--- src/hw/rtl/idic_pkg.sv ---
// Shared types, codes and pin helpers for the digital input commander.
`timescale 1ns / 1ps
`default_nettype none

package idic_pkg;

    // Pin count of the inverter; a select equal to this marks a function unassigned.
    localparam logic [2:0] INPUT_PINS = 3'd3;
    // Highest select that still names a level bit.
    localparam logic [1:0] LAST_PIN   = 2'd2;

    typedef enum logic [2:0] {
        CFG_RUN_PIN   = 3'd0,
        CFG_DIR_PIN   = 3'd1,
        CFG_STEP_LOW  = 3'd2,
        CFG_STEP_MID  = 3'd3,
        CFG_STEP_HIGH = 3'd4,
        CFG_DIR_DOM   = 3'd5,
        CFG_STEP_EN   = 3'd6
    } cfg_index_t;

    typedef enum logic {
        FUNC_SAMPLE = 1'b0,
        FUNC_TABLE  = 1'b1
    } func_t;

    typedef enum logic [1:0] {
        RUN_NONE = 2'd0,
        RUN_HALT = 2'd1,
        RUN_GO   = 2'd2
    } run_cmd_t;

    typedef enum logic [1:0] {
        DIR_NONE = 2'd0,
        DIR_FWD  = 2'd1,
        DIR_REV  = 2'd2
    } dir_cmd_t;

    localparam logic [1:0] DOM_FWD_ONLY = 2'd1;
    localparam logic [1:0] DOM_REV_ONLY = 2'd2;

    typedef struct packed {
        logic [1:0] run_pin;
        logic [1:0] dir_pin;
        logic [1:0] step_low;
        logic [1:0] step_mid;
        logic [1:0] step_high;
        logic [1:0] dir_domain;
        logic       step_en;
    } cfg_t;

    // Drive state carried from sample to sample.
    typedef struct packed {
        logic        run_level;
        logic        dir_level;
        logic [15:0] sent_freq;
    } drive_state_t;

    typedef struct packed {
        logic        freq_write;
        logic [15:0] cmd_freq;
        logic [1:0]  run_command;
        logic [1:0]  direction_command;
        logic [2:0]  step_index;
        logic        edges_handled;
    } result_t;

    function automatic logic pin_assigned(logic [1:0] sel);
        return {1'b0, sel} != INPUT_PINS;
    endfunction

    function automatic logic pin_level(logic [1:0] sel, logic [2:0] levels);
        logic lvl;
        lvl = 1'b0;
        if (pin_assigned(sel) && sel <= LAST_PIN) begin
            case (sel)
                2'd0:    lvl = levels[0];
                2'd1:    lvl = levels[1];
                2'd2:    lvl = levels[2];
                default: lvl = 1'b0;
            endcase
        end
        return lvl;
    endfunction

    function automatic logic [2:0] step_bits(cfg_t cfg, logic [2:0] levels);
        return {pin_level(cfg.step_high, levels),
                pin_level(cfg.step_mid, levels),
                pin_level(cfg.step_low, levels)};
    endfunction

endpackage

`default_nettype wire

--- src/hw/rtl/inverter_digital_input_commander_unit.sv ---
// Top level of the digital input commander: config, step table and pipeline.
`timescale 1ns / 1ps
`default_nettype none

// Channel   Dir  Beat fields (low bit first)
// s_*       in   tuser: func; tdata: pin_levels[2:0] entry_index[5:3] entry_value[21:6]
// m_*       out  tdata: freq_write, cmd_freq, run/direction command, step_index,
//                edges_handled
// cfg_*     in   cfg_index: register number, cfg_data: value
//
// One beat per cycle sustained while m_tready is high. A taken beat is held
// in the decision stage, then in the output register that drives m_tvalid.
// The two register stages are the registered read of the step table (with
// the decision inputs) and the output register. Reset is synchronous and
// clears config, drive state and pipeline valids; the step table is not
// cleared. A stall on m_tready fills the decision stage and then holds
// s_tready low.

module inverter_digital_input_commander_unit
    import idic_pkg::*;
(
    input  wire logic        aclk,
    input  wire logic        aresetn,

    input  wire logic        s_tvalid,
    output      logic        s_tready,
    input  wire logic [23:0] s_tdata,   // pin_levels[2:0], entry_index[5:3], entry_value[21:6]
    input  wire logic        s_tuser,   // func

    output      logic        m_tvalid,
    input  wire logic        m_tready,
    output      logic [31:0] m_tdata,   // freq_write[0], cmd_freq[16:1], run_command[18:17],
                                        // direction_command[20:19], step_index[23:21],
                                        // edges_handled[24]

    input  wire logic        cfg_valid,
    output      logic        cfg_ready,
    input  wire logic [2:0]  cfg_index,
    input  wire logic [1:0]  cfg_data
);

    // ---------------- configuration ----------------
    cfg_t cfg_reg;

    assign cfg_ready = 1'b1;

    always_ff @(posedge aclk) begin
        if (!aresetn) begin
            cfg_reg.run_pin    <= INPUT_PINS[1:0];
            cfg_reg.dir_pin    <= INPUT_PINS[1:0];
            cfg_reg.step_low   <= INPUT_PINS[1:0];
            cfg_reg.step_mid   <= INPUT_PINS[1:0];
            cfg_reg.step_high  <= INPUT_PINS[1:0];
            cfg_reg.dir_domain <= 2'd0;
            cfg_reg.step_en    <= 1'b1;
        end else if (cfg_valid && cfg_ready) begin
            case (cfg_index)
                CFG_RUN_PIN:   cfg_reg.run_pin    <= cfg_data;
                CFG_DIR_PIN:   cfg_reg.dir_pin    <= cfg_data;
                CFG_STEP_LOW:  cfg_reg.step_low   <= cfg_data;
                CFG_STEP_MID:  cfg_reg.step_mid   <= cfg_data;
                CFG_STEP_HIGH: cfg_reg.step_high  <= cfg_data;
                CFG_DIR_DOM:   cfg_reg.dir_domain <= cfg_data;
                CFG_STEP_EN:   cfg_reg.step_en    <= cfg_data[0];
                default: ;     // index beyond the register list: ignored
            endcase
        end
    end

    // ---------------- input decode ----------------
    logic        in_func;
    logic [2:0]  in_levels;
    logic [2:0]  in_entry_idx;
    logic [15:0] in_entry_val;
    logic [2:0]  in_step_idx;
    logic        s_beat;

    assign in_func      = s_tuser;
    assign in_levels    = s_tdata[2:0];
    assign in_entry_idx = s_tdata[5:3];
    assign in_entry_val = s_tdata[21:6];
    assign in_step_idx  = step_bits(cfg_reg, in_levels);
    assign s_beat       = s_tvalid && s_tready;

    // ---------------- step frequency table ----------------
    // Written on a table beat, read at the step index on a sample beat.
    // Beats arrive at most one a cycle, so a read always sees earlier writes.
    logic [15:0] step_tbl [8];
    logic [15:0] tbl_rd_reg;

    always_ff @(posedge aclk) begin
        if (s_beat && in_func == FUNC_TABLE) begin
            step_tbl[in_entry_idx] <= in_entry_val;
        end
        if (s_beat) begin
            tbl_rd_reg <= step_tbl[in_step_idx];
        end
    end

    // ---------------- decision stage ----------------
    logic        dec_valid_reg;
    logic        dec_func_reg;
    logic [2:0]  dec_levels_reg;
    logic [2:0]  dec_step_reg;
    logic        dec_advance;

    logic        out_valid_reg;
    result_t     out_reg;

    drive_state_t state_reg;
    drive_state_t state_next;
    result_t      res_next;

    assign dec_advance = dec_valid_reg && (!out_valid_reg || m_tready);
    assign s_tready    = !dec_valid_reg || dec_advance;

    always_ff @(posedge aclk) begin
        if (!aresetn) begin
            dec_valid_reg <= 1'b0;
        end else if (s_tready) begin
            dec_valid_reg <= s_tvalid;
        end
    end

    always_ff @(posedge aclk) begin
        if (s_beat) begin
            dec_func_reg   <= in_func;
            dec_levels_reg <= in_levels;
            dec_step_reg   <= in_step_idx;
        end
    end

    idic_cmd_logic u_cmd (
        .cfg        (cfg_reg),
        .func       (dec_func_reg),
        .levels     (dec_levels_reg),
        .step_idx   (dec_step_reg),
        .table_freq (tbl_rd_reg),
        .cur        (state_reg),
        .nxt        (state_next),
        .res        (res_next)
    );

    // drive state commits only when the beat moves into the output register
    always_ff @(posedge aclk) begin
        if (!aresetn) begin
            state_reg <= '0;
        end else if (dec_advance) begin
            state_reg <= state_next;
        end
    end

    // ---------------- output register ----------------
    always_ff @(posedge aclk) begin
        if (!aresetn) begin
            out_valid_reg <= 1'b0;
        end else if (dec_advance) begin
            out_valid_reg <= 1'b1;
        end else if (m_tready) begin
            out_valid_reg <= 1'b0;
        end
    end

    always_ff @(posedge aclk) begin
        if (dec_advance) begin
            out_reg <= res_next;
        end
    end

    assign m_tvalid = out_valid_reg;
    assign m_tdata  = {7'd0,
                       out_reg.edges_handled,
                       out_reg.step_index,
                       out_reg.direction_command,
                       out_reg.run_command,
                       out_reg.cmd_freq,
                       out_reg.freq_write};

endmodule

`default_nettype wire

--- src/hw/rtl/idic_cmd_logic.sv ---
// Command decision for one pin sample: frequency, run and direction edges.
`timescale 1ns / 1ps
`default_nettype none

module idic_cmd_logic
    import idic_pkg::*;
(
    input  cfg_t         cfg,
    input  logic         func,
    input  logic [2:0]   levels,
    input  logic [2:0]   step_idx,
    input  logic [15:0]  table_freq,
    input  drive_state_t cur,
    output drive_state_t nxt,
    output result_t      res
);

    logic any_step;
    logic run_lvl;
    logic dir_lvl;
    logic run_ok;
    logic handled;

    always_comb begin
        any_step = pin_assigned(cfg.step_low) || pin_assigned(cfg.step_mid) ||
                   pin_assigned(cfg.step_high);
        run_lvl  = pin_level(cfg.run_pin, levels);
        dir_lvl  = pin_level(cfg.dir_pin, levels);

        // Run may start only in a direction the domain permits.
        run_ok = 1'b1;
        if (pin_assigned(cfg.dir_pin)) begin
            if (cfg.dir_domain == DOM_FWD_ONLY && dir_lvl) run_ok = 1'b0;
            if (cfg.dir_domain == DOM_REV_ONLY && !dir_lvl) run_ok = 1'b0;
        end

        nxt     = cur;
        handled = 1'b1;
        res     = '0;

        if (func == FUNC_SAMPLE) begin
            res.step_index = step_idx;

            if (cfg.step_en && any_step && table_freq != cur.sent_freq) begin
                res.freq_write = 1'b1;
                nxt.sent_freq  = table_freq;
            end

            if (pin_assigned(cfg.run_pin)) begin
                if (!run_lvl && cur.run_level) begin
                    res.run_command = RUN_HALT;
                    nxt.run_level   = 1'b0;
                end else if (run_lvl && !cur.run_level) begin
                    // refused start keeps the old level so the next sample retries
                    if (run_ok) begin
                        res.run_command = RUN_GO;
                        nxt.run_level   = 1'b1;
                    end
                end else begin
                    handled = 1'b0;
                end
            end

            if (pin_assigned(cfg.dir_pin)) begin
                if (!dir_lvl && cur.dir_level) begin
                    if (cfg.dir_domain != DOM_REV_ONLY) begin
                        res.direction_command = DIR_FWD;
                        nxt.dir_level         = 1'b0;
                    end else begin
                        handled = 1'b0;
                    end
                end else if (dir_lvl && !cur.dir_level) begin
                    if (cfg.dir_domain != DOM_FWD_ONLY) begin
                        res.direction_command = DIR_REV;
                        nxt.dir_level         = 1'b1;
                    end else begin
                        handled = 1'b0;
                    end
                end else begin
                    handled = 1'b0;
                end
            end

            res.edges_handled = handled;
        end

        res.cmd_freq = nxt.sent_freq;
    end

endmodule

`default_nettype wire

--- config.mk ---
export PLATFORM = sky130hd
export DESIGN_NAME = inverter_digital_input_commander_unit
export DESIGN_NICKNAME = d
export VERILOG_FILES = /design/src/hw/rtl/idic_pkg.sv /design/src/hw/rtl/inverter_digital_input_commander_unit.sv /design/src/hw/rtl/idic_cmd_logic.sv
export SDC_FILE = /design/constraint.sdc
export NUM_CORES = 1
export LEC_CHECK = 0
export BUFFER_PORTS_ARGS = -buffer_cell sky130_fd_sc_hd__buf_2
export CORE_ASPECT_RATIO = 1.5
export CORE_UTILIZATION = 55
export CTS_BUF_LIST = sky130_fd_sc_hd__clkbuf_8 sky130_fd_sc_hd__clkbuf_16
export CTS_CLUSTER_SIZE = 28
export DETAILED_ROUTE_END_ITERATION = 7
export PLACE_DENSITY = 0.71
export SLEW_MARGIN = 40
export SYNTH_ARGS = -nofsm -noshare
export SYNTH_HDL_FRONTEND = slang
export SYNTH_HIERARCHICAL = 1
export SYNTH_SLANG_ARGS = --single-unit
--- constraint.sdc ---
create_clock -name aclk -period 3.95 [get_ports aclk]
set_input_delay 0 -clock aclk [delete_from_list [all_inputs] [get_ports aclk]]
set_output_delay 0 -clock aclk [all_outputs]
set_load 0.005 [all_outputs]
=== After elaboration in Yosys (flattened, before gate mapping) ===
Memories as Yosys holds them, arrays and structs flattened. A register that Yosys moved wholly into a read port is not among the register bits.
Cells that the tools add are included.

* Memories kept: 1
* Word-level logic and storage cells: 150
* Bits in registers: 65
* Input bits: 35
* Output and inout bits: 35
* Bits in writable memories: 128

{| class="wikitable"
|+ Memory list
! memory !! depth !! bits a word !! rd ports !! clocked after Yosys merged registers in !! wr ports !! line !! RTL
|-
| step_tbl || 8 || 16 || 1 || 1 || 1 || inverter_digital_input_commander_unit.sv:88 || <nowiki>logic [15:0] step_tbl [8];</nowiki>
|}

* Bitwise gates (word level): 4
* Eq/ne operators: 27
* Order comparisons: 5
* Reductions and logical operators: 49
* Multiplexer cells: 42

{| class="wikitable"
|+ Operators with widths
! operator !! number
|-
| $mux 16 || 2
|-
| $mux 1 || 31
|-
| $logic_and 1x1->1 || 16
|-
| $ne 16x16->1 || 1
|-
| $pmux 1 s3 || 5
|-
| $ne 2x2->1 const B || 7
|-
| $reduce_and 2->1 || 7
|-
| $eq 2x1->1 const B || 6
|-
| $eq 2x2->1 const B || 6
|-
| $le 2x2->1 const B || 5
|-
| $logic_not 2->1 || 5
|-
| $reduce_bool 2->1 || 5
|-
| $eq 3x3->1 const B || 3
|-
| $mux 2 || 4
|-
| $eq 3x2->1 const B || 2
|-
| $logic_not 1->1 || 6
|-
| $reduce_and 6->1 || 1
|-
| $reduce_and 5->1 || 1
|-
| $logic_or 1x1->1 || 4
|-
| $not 1->1 || 4
|-
| $reduce_or 2->1 || 2
|-
| $reduce_or 4->1 || 1
|-
| $eq 3x1->1 const B || 1
|-
| $logic_not 3->1 || 1
|-
| $ne 2x1->1 const B || 1
|}

=== Logic depth before layout (Yosys ltp) ===
* Word-level depth: 11
* Gate-level depth with buffers: 10
* Depth with buffers taken out: 10

=== Hierarchy ===
Netlist, hierarchy kept.

{| class="wikitable"
|+ Modules (own cells, without submodules)
! module !! times used !! sequential area each (um^2) !! area an instance (um^2) !! cells each
|-
| inverter_digital_input_commander_unit || 1 || 5945.7 || 10129.7 || 816
|-
| idic_cmd_logic || 1 || 0.0 || 760.7 || 95
|}

=== Worst setup path before layout ===
Ideal clock, no wire load.

* Path kind: register to register
* Start point: register out_valid_reg (netlist: m_tvalid)
* End point: memory step_tbl[1][0] (enable)
* Slack: 0.298 ns
* Buffers on the path: 0
* Period minus slack after synthesis: 3.652 ns
* Data arrival time: 3.242 ns
* Cell stages (with the launch flop): 5
* Path through: dfxtp_1 > nor2b_1 > a21oi_1 > nand3_1 > nor3_1

* Word-level cells in the longest chain between the ends: 8

{| class="wikitable"
|+ Ends and longest elaborated chain
! item !! line !! RTL
|-
| start: declaration || inverter_digital_input_commander_unit.sv:107 || <nowiki>logic out_valid_reg;</nowiki>
|-
| start signal: assignment || inverter_digital_input_commander_unit.sv:156 || <nowiki>out_valid_reg <= 1'b0;</nowiki>
|-
| start signal: assignment || inverter_digital_input_commander_unit.sv:158 || <nowiki>out_valid_reg <= 1'b1;</nowiki>
|-
| start signal: assignment || inverter_digital_input_commander_unit.sv:160 || <nowiki>out_valid_reg <= 1'b0;</nowiki>
|-
| $logic_not 1->1 || inverter_digital_input_commander_unit.sv:114 || <nowiki>assign dec_advance = dec_valid_reg && (!out_valid_reg || m_tready);</nowiki>
|-
| $logic_or 1x1->1 || inverter_digital_input_commander_unit.sv:114 ||
|-
| $logic_and 1x1->1 || inverter_digital_input_commander_unit.sv:114 ||
|-
| $logic_or 1x1->1 || inverter_digital_input_commander_unit.sv:115 || <nowiki>assign s_tready = !dec_valid_reg || dec_advance;</nowiki>
|-
| $logic_and 1x1->1 || inverter_digital_input_commander_unit.sv:83 || <nowiki>assign s_beat = s_tvalid && s_tready;</nowiki>
|-
| $logic_and 1x1->1 || inverter_digital_input_commander_unit.sv:92 || <nowiki>if (s_beat && in_func == FUNC_TABLE) begin</nowiki>
|-
| $mux 1 || inverter_digital_input_commander_unit.sv:92 ||
|-
| $mux 1 (implied by the code) || inverter_digital_input_commander_unit.sv:93 || <nowiki>step_tbl[in_entry_idx] <= in_entry_val;</nowiki>
|-
| end: declaration || inverter_digital_input_commander_unit.sv:88 ||
|}

No other way between the ends.

=== Final worst setup path ===
* Start point: register cfg_reg[3] (netlist bit)
* End point: register tbl_rd_reg[9] (read register of step_tbl) (data pin)

* Word-level cells in the longest chain between the ends: 3

{| class="wikitable"
|+ Ends and longest elaborated chain
! item !! line !! RTL
|-
| start: declaration || inverter_digital_input_commander_unit.sv:43 || <nowiki>cfg_t cfg_reg;</nowiki>
|-
| $eq 2x2->1 (tied with other cells) || idic_pkg.sv:76 || <nowiki>case (sel)</nowiki>
|-
| $pmux 1 s3 or $logic_and 1x1->1 (tied branches) || idic_pkg.sv:76, idic_pkg.sv:75 ||
|-
| $mux 1 (*) || idic_pkg.sv:75 || <nowiki>if (pin_assigned(sel) && sel <= LAST_PIN) begin</nowiki>
|-
| end: declaration || inverter_digital_input_commander_unit.sv:89 || <nowiki>logic [15:0] tbl_rd_reg;</nowiki>
|}

Mark *: on every way between the ends. The rest lies on a longest branch, timed or not.
A chain may end at the register's enable or synchronous reset.

==> run metrics <==
status complete, no violations; worst hold start s_tdata[3]; Chip Width 117 um; Core Area 0.0192 mm2; clock buffer depth 3; critical path, cell by cell buf_4 > nand2b_4 > buf_4 > a31oi_1 > nand4_1 > and4_1; Non-Filler Instances 1,228; endpoints failing setup 0; initial drt markers 554; vias in the first global route 7,377; Die Footprint 0.0204 mm2; Pre-antenna DRT Iters 7; most frequent CP cell buf_4; commonest cells after routing, fill and taps aside 176 x edfxtp_1, 118 x nor2b_1, 83 x mux2i_1; crit end category flop; total track usage 23.8%; Slew headroom 46.6%; Max Freq 0.387 GHz; count of cell types in the netlist 42; Setup WS pre-CTS 1430 ps; Hold Crit Endpoint step_tbl[4][13]; cells after synthesis 911; cell accounting for the most synthesized area edfxtp_1; largest cells by area after synthesis edfxtp_1 49%, mux2i_1 7.6%, nor2b_1 6.8%, dfxtp_1 6.1%, and4b_1 5.9%; largest net degree at the start of global routing 139; max reg flops 128; worst skew pair latency 490 ps; crit-path leading delay family simple AND/OR/NAND/NOR gates; clock slew at reported path FFs 60 ps; setup TNS 0 ps; area grow syn2layout 12.1%; H-tree depth 1; WP data arrival 2940 ps; synthesized area 0.0109 mm2; FF-to-FF path depth 6; type of origin of the critical path flop; WL per Instance 19.6 um; Synth Area per Inst 12.0 um2; Setup Crit Path Kind flop to flop; Setup WS post-layout 1370 ps; Slowest Stage Delay on Critical Path 590 ps; routability cong. 0.824; RSZ-0062 raised after global routing no; # port buffers 59; CP Data Required Time 4310 ps; static leakage 4.55 nW; Buf/Inv on CP 2; CTS tree built; Max IR drop VDD 0.383 mV; sequential-to-total area share from yosys stat 54.6%; # DRC 0; Critical R2R Launch cfg_reg[3]; Worst-Margin Slew 799 ps; initial core utilization 56.6%; Clock Sinks 209; Fin Clk Skew 12.4 ps; Warnings, synthesis 6; DP Wirelength 14,800 um; most common cell after layout, fill and taps aside edfxtp_1; Die Height 174 um; Vias/cell 6.01; Synth Register Bits 209; pwr/cell area 383 mW/mm2; MaxCap Viol Count 0; critical path peak fanout 65; CTS Buf Count 21; Final nets 995; Routed Antenna Nets 0; first-pass GRT wire length 37,400 um; share of layout cells above drive strength 1 14.2%; total wire length 24,100 um; Pins Over Slew Limit 0; initial antenna violation count 0; Final Cycle Share 65.4%; Reg-to-Reg End tbl_rd_reg[9]; number of antenna repair diodes 0; post-synth top area share 48.5%; R2R Setup Slk 1370 ps; Placed Cells 1,155; I/O pin cnt 70; Hold WC Path Type primary input to flop; Period minus WS final 2580 ps; Final Hold Fails 0; Critical Path Slowest Stage Cell nand2b_4; row cnt 62; GRT Residual Overflow 0; root buf cell clkbuf_16; via count 7,376; hold depth 3
## Yosys cell counts, drive strengths merged
master and number:
dfxtp 33, nand3b 4, edfxtp 176, nand3 1
clkinv 1, nor3 4, conb 2, clkbuf 40
and2b 18, a21boi 19, inv 6, a221oi 1
o21bai 1, mux2i 83, and3 1, a211oi 1
a31oi 65, nand2 55, and2 1, nor2b 118
nand2b 6, nor4 1, and4b 64, mux2 17
nand4 69, ha 2, nor2 15, nor4b 1
and4 16, o21a 3, buf 59, a21oi 5
o22ai 1, nand4b 3, xnor2 16, nor3b 3
## layout make-up
class / count / area (um2)
tap: 256 / 320
inverter: 7 / 26.3
clock buffer: 27 / 619
sequential: 209 / 5950
clock inverter: 10 / 41.3
fill: 1517 / 7030
timing repair buffer: 117 / 831
multi-input combinational: 602 / 4420
## layer usage
metal / track usage [%] / vias to the layer above / routed length, um
met2: 44.7 / 199 / 13000
met3: 3.10 / 37 / 1120
met4: 7.81 / 0 / 466
met1: 27.1 / 3636 / 9460
li1: - / 3504 / -
met5: 0 / - / 0
## through the flow
stage / area, um2 / utilization (%) / hold slack (ps) / power, mW
2_1_floorplan: 10900 / - / 98.9 / 2.73
3_3_place_gp: 11200 / 58.0 / 229 / 2.80
3_5_place_dp: 11200 / 58.1 / 238 / 2.81
4_1_cts: 12200 / 63.4 / 78.8 / 4.72
5_1_grt: 12200 / 63.5 / 121 / 4.82
6_report: 12200 / 63.5 / 105 / 4.68
## what timing repair did
item | in CTS | in global routing
resized for setup | 0 | 0
buffers inserted | 0 | 0
endpoints found under the hold margin | 154 | 0
hold buffers | 36 | 0
## report_power, final
part	total [mW]	internal [mW]	switching (mW)
registers	2.47	2.44	0.0264
logic	0.326	0.136	0.191
clock network	1.88	1.10	0.789
total	4.68	3.68	1.01
## cell families after synthesis
group	share of synthesized area [%]
and+or+nand+nor	23.3
DFF	54.6
buffers and inverters	5.30
muxes	9.46
AOI/OAI and AO/OA	5.76
xor gates and xnor gates	1.29
adders and majority gates	0.230
other	0.0690
## worst max-delay path by stage
stage / cells past startpoint / endpoint / startpoint / slack [ps]
floorplan: 4 / step_tbl[1][0] / m_tvalid / 300
finish: 6 / tbl_rd_reg[9] / cfg_reg[3] / 1370
global route: 6 / tbl_rd_reg[9] / cfg_reg[3] / 1220
detailed placement: 6 / tbl_rd_reg[9] / cfg_reg[3] / 1430
global placement: 6 / tbl_rd_reg[1] / cfg_reg[3] / 1180
CTS: 6 / tbl_rd_reg[9] / cfg_reg[3] / 1380
## tightest hold or removal path: stages
cell and delay [ps]:
buf_2 100, nand3b_1 220, nor2_1 90
Note: power is estimated with default switching activity, not from simulation.
